File: config.mk
export PLATFORM = sky130hd
export DESIGN_NAME = rken_queue
export DESIGN_NICKNAME = d
export VERILOG_FILES = /design/src/rken_pkg.sv /design/src/rken_queue.sv
export SDC_FILE = /design/constraint.sdc
export NUM_CORES = 1
export LEC_CHECK = 0
export BUFFER_PORTS_ARGS = -buffer_cell sky130_fd_sc_hd__buf_2
export CAP_MARGIN = 40
export CORE_MARGIN = 3
export CORE_UTILIZATION = 44
export CTS_CLUSTER_DIAMETER = 200
export DETAILED_ROUTE_END_ITERATION = 8
export GPL_TIMING_DRIVEN = 0
export PLACE_DENSITY = 0.69
export SLEW_MARGIN = 15
export SYNTH_ARGS = -nofsm -noshare
export SYNTH_HDL_FRONTEND = slang
export SYNTH_SLANG_ARGS = --single-unit
File: constraint.sdc
create_clock -name i_clk -period 7.86 [get_ports i_clk]
set_input_delay 0 -clock i_clk [delete_from_list [all_inputs] [get_ports i_clk]]
set_output_delay 0 -clock i_clk [all_outputs]
set_load 0.01 [all_outputs]
File: src/rken_pkg.sv
`timescale 1ns / 1ps
// ----------------------------------------------------------------------------
// rken_pkg: shared types and constants
// widths, register indexes and the queue entry for the error norm block
// ----------------------------------------------------------------------------
package rken_pkg;

    localparam int MaxEquations = 1024;
    localparam int CntW = $clog2(MaxEquations + 1);

    typedef enum logic [1:0] {
        REG_REL_TOL = 2'd0,
        REG_ABS_TOL = 2'd1,
        REG_STEP    = 2'd2
    } t_reg_idx;

    typedef struct packed {
        logic signed [31:0] y_old;
        logic signed [31:0] y_new;
        logic signed [31:0] slope_old;
        logic signed [31:0] stage_two;
        logic signed [31:0] stage_three;
        logic signed [31:0] stage_four;
        logic               last;
    } t_in_item;

    typedef struct packed {
        logic [31:0]     error_norm;
        logic [CntW-1:0] element_count;
        logic            saturated;
    } t_out_item;

    // classified item handed from the front to the back
    typedef struct packed {
        logic [35:0] sum_mag;
        logic [63:0] scale;
        logic        skip;
        logic        last;
    } t_job;

endpackage

File: src/rken_queue.sv
`timescale 1ns / 1ps
// ----------------------------------------------------------------------------
// rken_queue: two-entry job queue
// decouples intake from the sequential back end
// ----------------------------------------------------------------------------
module rken_queue (
    input  logic           i_clk,
    input  logic           i_rst_n,
    input  logic           i_valid,
    input  rken_pkg::t_job i_job,
    output logic           o_ready,
    output logic           o_valid,
    output rken_pkg::t_job o_job,
    input  logic           i_ready
);
    import rken_pkg::*;

    t_job       r_mem [2];
    logic       r_wp, r_rp;
    logic [1:0] r_fill;
    logic       w_push, w_pop;

    assign o_ready = r_fill != 2'd2;
    assign o_valid = r_fill != 2'd0;
    assign w_push  = i_valid && o_ready;
    assign w_pop   = o_valid && i_ready;
    assign o_job   = r_mem[r_rp];

    always_ff @(posedge i_clk) begin
        if (!i_rst_n) begin
            r_wp <= 1'b0; r_rp <= 1'b0; r_fill <= '0;
        end else begin
            if (w_push) r_wp <= !r_wp;
            if (w_pop)  r_rp <= !r_rp;
            r_fill <= r_fill + {1'b0, w_push} - {1'b0, w_pop};
        end
        if (w_push) r_mem[r_wp] <= i_job;
    end
endmodule

==> reports/qor.yml <==
outcome: "completed"
r2r_slack_ns: 5.83
timing.slew.headroom: 0.505
power_density_mw_per_mm2: 275
syn_area_mm2: 0.00765
drt-wirelength-per-cell_um: 16.4
placed_cell_area_mm2: 0.00903
clock_insertion_delay_worst_skew_ns: 0.48
synthToLayoutAreaGrowth_pct: 41.0
min_path_type: "in2reg"
post-cts-setup-buffer-count: 0
syn-num-nets: 454
finalSetupViolations: 0
crit_arrival_ns: 2.19
cts_tree: "done"
r2r_cells: 3
drv_cap: 0
path_clk_slew_ns: 0.06
worstHoldStart: "i_job[59]"
post-route-period-util: 0.258
synth_top_area_cell: "edfxtp_1"
rr_endpoint: "r_mem[1][47]$_DFFE_PP_"
pin_count: 210
cts_num_sinks: 209
core-area_mm2: 0.0168
p_leak_nw: 4.10
path_class: "reg2reg"
fp.dieH_um: 138
vias_per_cell: 4.70
clockBufferDepth: 3
worst_pin_slew_ns: 0.743
yosysTopAreaCellShare: 0.801
cts_resized: 0
grt_setup_unrepaired: "no"
whs_ns: 0.233
ant_nets: 0
syn_area_per_cell_um2: 22.0
wl_um: 15100
dieArea_mm2: 0.0190
portBuffers: 209
drive_gt1_frac: 0.407
fin_crit_ns: 2.03
ys_ff_latch: 209
clock_skew_ns: 0.00786
mostFrequentLayoutCell: "buf_2"
crit_path_start_kind: "flip-flop"
final_area_mm2: 0.0108
path_max_fanout: 52
most-common-layout-cells: "211 x buf_2, 204 x edfxtp_1, 105 x dlygate4sd3_1, 76 x mux2_1, 26 x mux2_2"
hold_buffers: 105
diodes: 0
grt_overflow: 0
drtIter0Drc: 174
synthCells: 347
slew_viol_final: 0
synth.area.top_cells: "edfxtp_1 80%, mux2_1 11%, mux2_2 3.8%"
dr.pass1.iters: 5
utilization: 0.641
dpl.hpwl_um: 9530
die_w_um: 138
hold_path_depth: 2
rows: 47
initial_utilization: 0.455
root_buffer: "clkbuf_16"
holdPathEnd: "r_mem[0][59]$_DFFE_PP_"
setup-tns-final_ns: 0
fmaxAchievable_mhz: 492
cts_buffers: 22
cts_max_level: 1
grt_pass1_vias: 4691
ys_types: 26
worst_setup_path_end_kind: "flip-flop"
grt_usage: 0.151
grt_pass1_wl_um: 22700
yosysWarnings: 0
ir_worst_vdd_v: 0.000209
antenna_found_initial: 0
vias: 4331
drc_errors: 0
seq_area_frac_synth: 0.814
worst_ep_required_time_ns: 8.02
dp.cells: 778
reg2reg_from: "r_fill[0]$_SDFF_PN0_"
layout.cells.non_filler: 921
gp_congestion: 0.725
hold_viol: 0
nets: 794
grt_max_degree: 56
-- worst max-delay path, stage by stage (launching register included) --
cell and delay, ns:
dfxtp_1 0.42, nand2b_1 0.21, and3_4 0.70, buf_16 0.33
-- power breakdown --
part | leakage (nW) | switching [W] | total [W] | internal [W]
Clock | 0.339 | 0.000382 | 0.000978 | 0.000596
Sequential | 1.95 | 0.0000264 | 0.00138 | 0.00135
Combinational | 1.81 | 0.000315 | 0.000605 | 0.000290
-- area by class of cell --
type	instances	area (um^2)
plain buffers	11	108
clock buffers	33	643
clock inverters	5	52.6
fillers	1202	6040
inverters	2	12.5
multi-input cells	125	1310
flip-flops and latches	209	6230
well taps	220	275
repair buffers	316	2150
-- how the worst max path moves through the flow --
stage | depth (start not counted) | endpoint | from | slack (ns)
6_report | 3 | r_mem[1][47]$_DFFE_PP_ | r_fill[0]$_SDFF_PN0_ | 5.83
5_1_grt | 3 | r_mem[1][63]$_DFFE_PP_ | r_fill[0]$_SDFF_PN0_ | 5.68
4_1_cts | 3 | r_mem[1][40]$_DFFE_PP_ | r_fill[0]$_SDFF_PN0_ | 5.79
3_5_place_dp | 3 | r_mem[1][63]$_DFFE_PP_ | r_fill[0]$_SDFF_PN0_ | 5.81
3_3_place_gp | 2 | r_mem[1][100]$_DFFE_PP_ | r_fill[0]$_SDFF_PN0_ | 3.23
2_1_floorplan | 2 | r_mem[1][0]$_DFFE_PP_ | r_fill[0]$_SDFF_PN0_ | 4.34
-- flip-flops by register name (all words and copies together), names as in the netlist, named ones only --
register  cells
r_rp          1
r_fill        2
r_wp          1
r_mem       204
-- through the flow --
stage | total power, W | setup slack (ns)
floorplan | 0.00174 | 4.34
global placement | 0.00197 | 3.23
detailed placement | 0.00197 | 5.81
CTS | 0.00301 | 5.79
global route | 0.00310 | 5.68
finish | 0.00296 | 5.83
-- synthesized netlist by cell type --
cell,number
edfxtp_1,204
a21bo_2,1
inv_1,2
o21ba_2,1
nor4bb_1,1
and3_1,2
o31a_1,1
nand2b_1,1
nand3b_1,1
buf_6,8
nor2_1,4
or2_2,1
mux2_2,26
buf_2,2
nand3_1,1
dfxtp_1,5
nor2b_1,1
o21ai_0,2
a21oi_1,1
and2_1,1
ha_1,1
nor4_1,1
mux2_1,76
xor2_1,1
nor3_2,1
buf_4,1
-- metal layers --
layer	GRT usage	routed length, um	share of wire	up-vias
met2	0.274	7880	0.52	147
li1	-	-	-	2060
met4	0.0445	259	0.017	0
met1	0.172	5760	0.38	2103
met3	0.0457	1220	0.081	21
met5	0	0	0	-
-- kinds of logic after synthesis --
| kind of cell | Yosys count | synth area share |
|---|---|---|
| flops | 209 | 0.814 |
| mux | 102 | 0.150 |
| simple gates | 15 | 0.0119 |
| buf+inv | 13 | 0.0151 |
| compound gates | 6 | 0.00573 |
| xor+xnor | 1 | 0.00115 |
| fa+ha+maj | 1 | 0.00164 |
No activity file was read; power rests on OpenSTA's default activity.
