[config.mk]
export PLATFORM = sky130hd
export DESIGN_NAME = rken_front_flat
export DESIGN_NICKNAME = d
export VERILOG_FILES = /design/src/rken_pkg.sv /design/src/rken_if.sv /design/src/rken_front.sv /design/src/flat_wrapper.sv
export SDC_FILE = /design/constraint.sdc
export NUM_CORES = 2
export LEC_CHECK = 0
export BUFFER_PORTS_ARGS = -buffer_cell sky130_fd_sc_hd__buf_2
export CAP_MARGIN = 10
export CORE_ASPECT_RATIO = 1.4
export CORE_MARGIN = 1
export CORE_UTILIZATION = 60
export CTS_CLUSTER_DIAMETER = 100
export CTS_CLUSTER_SIZE = 12
export DETAILED_ROUTE_END_ITERATION = 8
export PLACE_DENSITY = 0.79
export SLEW_MARGIN = 40
export SYNTH_ARGS = -nofsm -noshare
export SYNTH_HDL_FRONTEND = slang
export SYNTH_SLANG_ARGS = --single-unit
[constraint.sdc]
create_clock -name i_clk -period 18.24 [get_ports i_clk]
set_input_delay 2.736 -clock i_clk [delete_from_list [all_inputs] [get_ports i_clk]]
set_output_delay 2.736 -clock i_clk [all_outputs]
set_load 0.03 [all_outputs]
[src/rken_pkg.sv]
`timescale 1ns / 1ps
// ----------------------------------------------------------------------------
// rken_pkg: shared types and constants
// widths, register indexes and the queue entry for the error norm block
// ----------------------------------------------------------------------------
package rken_pkg;

    localparam int MaxEquations = 1024;
    localparam int CntW = $clog2(MaxEquations + 1);

    typedef enum logic [1:0] {
        REG_REL_TOL = 2'd0,
        REG_ABS_TOL = 2'd1,
        REG_STEP    = 2'd2
    } t_reg_idx;

    typedef struct packed {
        logic signed [31:0] y_old;
        logic signed [31:0] y_new;
        logic signed [31:0] slope_old;
        logic signed [31:0] stage_two;
        logic signed [31:0] stage_three;
        logic signed [31:0] stage_four;
        logic               last;
    } t_in_item;

    typedef struct packed {
        logic [31:0]     error_norm;
        logic [CntW-1:0] element_count;
        logic            saturated;
    } t_out_item;

    // classified item handed from the front to the back
    typedef struct packed {
        logic [35:0] sum_mag;
        logic [63:0] scale;
        logic        skip;
        logic        last;
    } t_job;

endpackage

[src/rken_if.sv]
`timescale 1ns / 1ps
// ----------------------------------------------------------------------------
// rken_in_if / rken_out_if / rken_cfg_if: handshake channels
// valid and ready with the payload of each channel
// ----------------------------------------------------------------------------
interface rken_in_if;
    import rken_pkg::*;
    logic     valid;
    logic     ready;
    t_in_item data;
    modport source (output valid, output data, input ready);
    modport sink   (input valid, input data, output ready);
endinterface


[src/rken_front.sv]
`timescale 1ns / 1ps
// ----------------------------------------------------------------------------
// rken_front: item intake
// forms weighted stage sum magnitude and the Q16.48 scale, registered
// ----------------------------------------------------------------------------
module rken_front (
    input  logic              i_clk,
    input  logic              i_rst_n,
    rken_in_if.sink           in_ch,
    input  logic [31:0]       i_rel_tol,
    input  logic [31:0]       i_abs_tol,
    output logic              o_valid,
    output rken_pkg::t_job    o_job,
    input  logic              i_ready
);
    import rken_pkg::*;

    logic [CntW-1:0] r_cnt;
    logic [CntW-1:0] n_cnt;
    logic            r_valid;
    t_job            r_job;
    logic [32:0]     w_my, w_mn, w_mx;
    logic signed [36:0] w_s;
    logic            w_take;

    assign in_ch.ready = !r_valid || i_ready;
    assign w_take = in_ch.valid && in_ch.ready;

    always_comb begin
        w_my = in_ch.data.y_old[31] ? 33'(-$signed({in_ch.data.y_old[31], in_ch.data.y_old}))
                                    : 33'({1'b0, in_ch.data.y_old});
        w_mn = in_ch.data.y_new[31] ? 33'(-$signed({in_ch.data.y_new[31], in_ch.data.y_new}))
                                    : 33'({1'b0, in_ch.data.y_new});
        w_mx = (w_my > w_mn) ? w_my : w_mn;
        w_s = 37'sd5 * 37'(in_ch.data.slope_old) - 37'sd6 * 37'(in_ch.data.stage_two)
            - 37'sd8 * 37'(in_ch.data.stage_three) + 37'sd9 * 37'(in_ch.data.stage_four);
        n_cnt = r_cnt;
        if (w_take) begin
            if (in_ch.data.last) n_cnt = '0;
            else if (r_cnt < CntW'(MaxEquations)) n_cnt = r_cnt + 1'b1;
        end
    end

    always_ff @(posedge i_clk) begin
        if (!i_rst_n) begin
            r_valid <= 1'b0;
            r_cnt   <= '0;
        end else begin
            r_cnt <= n_cnt;
            if (w_take) r_valid <= 1'b1;
            else if (i_ready) r_valid <= 1'b0;
        end
        if (w_take) begin
            r_job.sum_mag <= w_s[36] ? 36'(-w_s) : 36'(w_s);
            r_job.scale   <= {16'd0, i_abs_tol, 16'd0} + 64'(i_rel_tol) * 64'(w_mx);
            r_job.skip    <= r_cnt >= CntW'(MaxEquations);
            r_job.last    <= in_ch.data.last;
        end
    end

    assign o_valid = r_valid;
    assign o_job   = r_job;
endmodule

[src/flat_wrapper.sv]
// flat-port wrapper written by rule: the top's interface ports become plain ports
module rken_front_flat import rken_pkg::*;
  (i_clk, i_rst_n, i_rel_tol, i_abs_tol, o_valid, o_job, i_ready, in_ch_valid, in_ch_data, in_ch_ready);
  rken_in_if in_ch_i ();
  input  logic i_clk;
  input  logic i_rst_n;
  input  logic [31:0] i_rel_tol;
  input  logic [31:0] i_abs_tol;
  output logic o_valid;
  output rken_pkg::t_job o_job;
  input  logic i_ready;
  input wire logic [$bits(in_ch_i.valid)-1:0] in_ch_valid;
  input wire logic [$bits(in_ch_i.data)-1:0] in_ch_data;
  output wire logic [$bits(in_ch_i.ready)-1:0] in_ch_ready;
  assign in_ch_i.valid = in_ch_valid;
  assign in_ch_i.data = in_ch_data;
  assign in_ch_ready = in_ch_i.ready;
  rken_front u_core (.i_clk(i_clk), .i_rst_n(i_rst_n), .in_ch(in_ch_i), .i_rel_tol(i_rel_tol), .i_abs_tol(i_abs_tol), .o_valid(o_valid), .o_job(o_job), .i_ready(i_ready));
endmodule
==> results.txt <==
Measured against its own limit, the worst slew margin works out to 37.4%. The worst setup path is of the in2reg kind. The buffer depth of the longest clock path is 2.

The mean instance size in the synthesized netlist is 9.11 um^2. The number of setup violations in the final report came out at 0. Compared with the post-synthesis result, the final layout area differs by 7.28%. The kind of path behind the tightest hold check is reg2reg.

At the worst endpoint, the required time is 18.49 ns. Along the worst path, the maximum fanout reaches 23. The placer's final routability congestion estimate is 0.958.

STA classifies the critical path endpoint as a flip-flop. The worst clock skew on the final layout came out at 0.0367 ns. The number of max-capacitance violations reported came out at 0.

The maximum number of pins on one net before global-route repair came out at 61. The number of unique standard cell types used by synthesis is 82. For this design, the CTS-stage hold fixing added 0 buffers. The clock sink count came out at 114.

Global routing finished with a remaining overflow of 0. The post-cts repair resize count came out at 0. The number of global-route vias before repair was 43200. The global-route total usage across every layer came out at 33.5%.

The final cycle utilization of the critical path is 88.5%. The site row count came out at 125. The mean number of vias per cell came out at 5.74. The first TritonRoute pass finished after 6 iterations. The remaining antenna violation count came out at 0. After detailed routing, the number of remaining DRC violations is 0.

The cell area after synthesis came out at 50200 um^2. The number of flops mapped to enable cells by yosys came out at 102. Counting the buffers created by CTS gives 17. The horizontal die dimension is 247 um. The peak clock frequency supported by timing is 61.9 MHz. The routed design has 135000 um of wire. After floorplanning, the core was sized to cover 82900 um^2. The later-pin clock latency in the skew report came out at 0.52 ns. Setup repair after global routing left no endpoint under its margin. Sequential cells were found to cover 6.58% of the synthesized design area.

The endpoint arrival time on the critical path is 16.39 ns. The most used flip-flop cell after synthesis is sky130_fd_sc_hd__edfxtp_1. The number of I/O pins is 365. The flow ran to the end, and the final reports show no timing, DRC or antenna violations. The gate count of the mapped netlist came out at 5515.

The post-route setup TNS is 0 ns. The slew of the pin with the lowest slew margin came out at 0.939 ns. The initial cell density of the core is 60.6%. The largest stage delay on the critical path is 0.69 ns.

The Yosys warning count came out at 0. By instance count, the cell type seen most on the critical path is sky130_fd_sc_hd__fa_1. Of all flip-flops after synthesis, the portion carrying an async set or reset was 0%. The worst setup path is launched from an input pin. The max-slew violation total from the final report came to 0. The slowest stage of the critical path belongs to the cell sky130_fd_sc_hd__or4b_2. The final hold violation count came to 0.

The height of the die is 344 um. The first global-routing pass estimated 219000 um of wire. The clock slew seen by the registers of the worst setup and hold paths is 0.06 ns.

The final period demand of the worst path came out at 16.14 ns. The flop and latch count out of synthesis is 114. For this block, the initial DRC count from the detailed router was 2552. Once detailed placement completed, the half-perimeter wirelength came to 112000 um. The ratio of cells with drive above 1 in the final layout is 8.77%.

The number of nets at the end of the flow came out at 7592. The number of setup buffers added after CTS came out at 0. The detailed-route via count is 39300. The initial antenna violation count is 14.

The H-tree generated during clock tree synthesis spans 4 levels. The floorplan step defined a die boundary enclosing 84900 um^2. The number of input and output port buffers inserted is 364. TritonCTS built the clock tree.

The cell at the root of the clock tree is sky130_fd_sc_hd__clkbuf_16. Dividing the detail-routed wire length by the instance count gives 19.7 um.
worst paths after layout:
| check | from | to | slack (ns) | cells after the start |
|---|---|---|---|---|
| max | in_ch_data[166] | u_core.o_job[63]$_DFFE_PP_ | 2.10 | 46 |
| min | u_core.r_cnt[5]$_SDFFE_PN0P_ | u_core.r_cnt[5]$_SDFFE_PN0P_ | 0.50 | 2 |
| max reg2reg | u_core.o_valid$_SDFFE_PN0P_ | u_core.o_job[56]$_DFFE_PP_ | 15.87 | 4 |
| min reg2reg | u_core.r_cnt[5]$_SDFFE_PN0P_ | u_core.r_cnt[5]$_SDFFE_PN0P_ | 0.50 | 2 |
synth_stat cells (7+ instances only):
master | n | area, um^2
sky130_fd_sc_hd__nand4_1 | 35 | 219
sky130_fd_sc_hd__or3_1 | 15 | 93.8
sky130_fd_sc_hd__a21o_1 | 91 | 683
sky130_fd_sc_hd__inv_1 | 1184 | 4440
sky130_fd_sc_hd__o211ai_1 | 14 | 105
sky130_fd_sc_hd__or4_1 | 11 | 82.6
sky130_fd_sc_hd__nand2_1 | 734 | 2760
sky130_fd_sc_hd__edfxtp_1 | 102 | 3060
sky130_fd_sc_hd__and2_1 | 432 | 2700
sky130_fd_sc_hd__nor2_1 | 109 | 409
sky130_fd_sc_hd__clkbuf_1 | 221 | 830
sky130_fd_sc_hd__nor4_1 | 7 | 43.8
sky130_fd_sc_hd__xor2_1 | 114 | 998
sky130_fd_sc_hd__o21a_1 | 19 | 143
sky130_fd_sc_hd__nor2b_1 | 28 | 175
sky130_fd_sc_hd__ha_1 | 528 | 6610
sky130_fd_sc_hd__mux2i_1 | 33 | 330
sky130_fd_sc_hd__a211oi_1 | 16 | 120
sky130_fd_sc_hd__o41ai_1 | 8 | 70.1
sky130_fd_sc_hd__o31a_1 | 9 | 78.8
sky130_fd_sc_hd__o21bai_1 | 24 | 180
sky130_fd_sc_hd__nand2b_1 | 26 | 163
sky130_fd_sc_hd__fa_1 | 1060 | 21200
sky130_fd_sc_hd__nand3_1 | 50 | 250
sky130_fd_sc_hd__nor3_1 | 31 | 155
sky130_fd_sc_hd__buf_2 | 12 | 60.1
sky130_fd_sc_hd__and3_1 | 20 | 125
sky130_fd_sc_hd__o21ai_0 | 111 | 556
sky130_fd_sc_hd__o31ai_1 | 19 | 143
sky130_fd_sc_hd__a21oi_1 | 174 | 871
sky130_fd_sc_hd__xnor2_1 | 132 | 1160
sky130_fd_sc_hd__dfxtp_1 | 12 | 240
sky130_fd_sc_hd__a31oi_1 | 22 | 138
logic make-up after synthesis:
family | after synthesis | share of synthesized area, %
multiplexers | 36 | 0.725
AND/OR/NAND/NOR | 1535 | 14.9
other | 2 | 0.0150
AO/OA/AOI/OAI | 573 | 7.38
XOR/XNOR | 246 | 4.29
flip-flops | 114 | 6.58
buffers and inverters | 1421 | 10.7
adder cells (fa/ha/maj) | 1588 | 55.4
cells in the final DEF, fill, tap and decap left out, types with 50 or more instances in the layout:
master	netlist	layout
sky130_fd_sc_hd__inv_1	1184	1183
sky130_fd_sc_hd__buf_2	12	362
sky130_fd_sc_hd__o21ai_0	111	111
sky130_fd_sc_hd__nand3_1	50	50
sky130_fd_sc_hd__edfxtp_1	102	102
sky130_fd_sc_hd__xnor2_1	132	131
sky130_fd_sc_hd__nand2_1	734	734
sky130_fd_sc_hd__buf_4	0	53
sky130_fd_sc_hd__nor2_1	109	109
sky130_fd_sc_hd__fa_1	1060	1060
sky130_fd_sc_hd__and2_1	432	432
sky130_fd_sc_hd__a21o_1	91	91
sky130_fd_sc_hd__a21oi_1	174	174
sky130_fd_sc_hd__xor2_1	114	114
sky130_fd_sc_hd__ha_1	528	528
metrics by stage:
stage | worst slack [ns] | util [%] | hold slack [ns] | std cells | cell area (um^2)
3_3_place_gp | 1.93 | 64.2 | 0.469 | 6803 | 53200
3_5_place_dp | 1.59 | 64.3 | 0.484 | 6803 | 53300
5_1_grt | 1.45 | 65.0 | 0.521 | 6835 | 53900
4_1_cts | 2.10 | 65.0 | 0.493 | 6835 | 53900
2_1_floorplan | 3.57 | - | 0.454 | 5546 | 50300
6_report | 2.10 | 65.0 | 0.497 | 6839 | 53900
worst max-delay path: cells and delay by family:
kind,cells,cell delay (ns)
AOI/OAI and AO/OA,15,3.44
buffers and inverters,8,1.33
adders and majority gates,10,4.39
xor gates and xnor gates,2,0.48
muxes,1,0.63
and+or+nand+nor,10,3.37
final cells by class:
type | count | area [um^2]
flip-flops and latches | 114 | 3300
fillers | 6744 | 29000
repair buffers | 415 | 2210
inverters | 1184 | 4450
diodes | 4 | 10.0
clock inverters | 11 | 87.6
clock buffers | 21 | 493
well taps | 1079 | 1350
multi-input cells | 4011 | 42000
routing by layer:
metal,vias up,wire length [um],global-route usage (%)
met5,-,138,0
met4,22,8560,20.3
met3,519,10500,6.43
met2,1689,71000,61.3
met1,19700,44500,35.4
li1,17400,-,-
sequential cells by signal, summed over array words and instances (netlist names):
register	count
u_core.o_job	102
u_core.r_cnt	11
u_core.o_valid	1
Power is left out: the tool's default activity adds up to more than one toggle a clock period on the data nets, which glitch-free logic cannot reach.
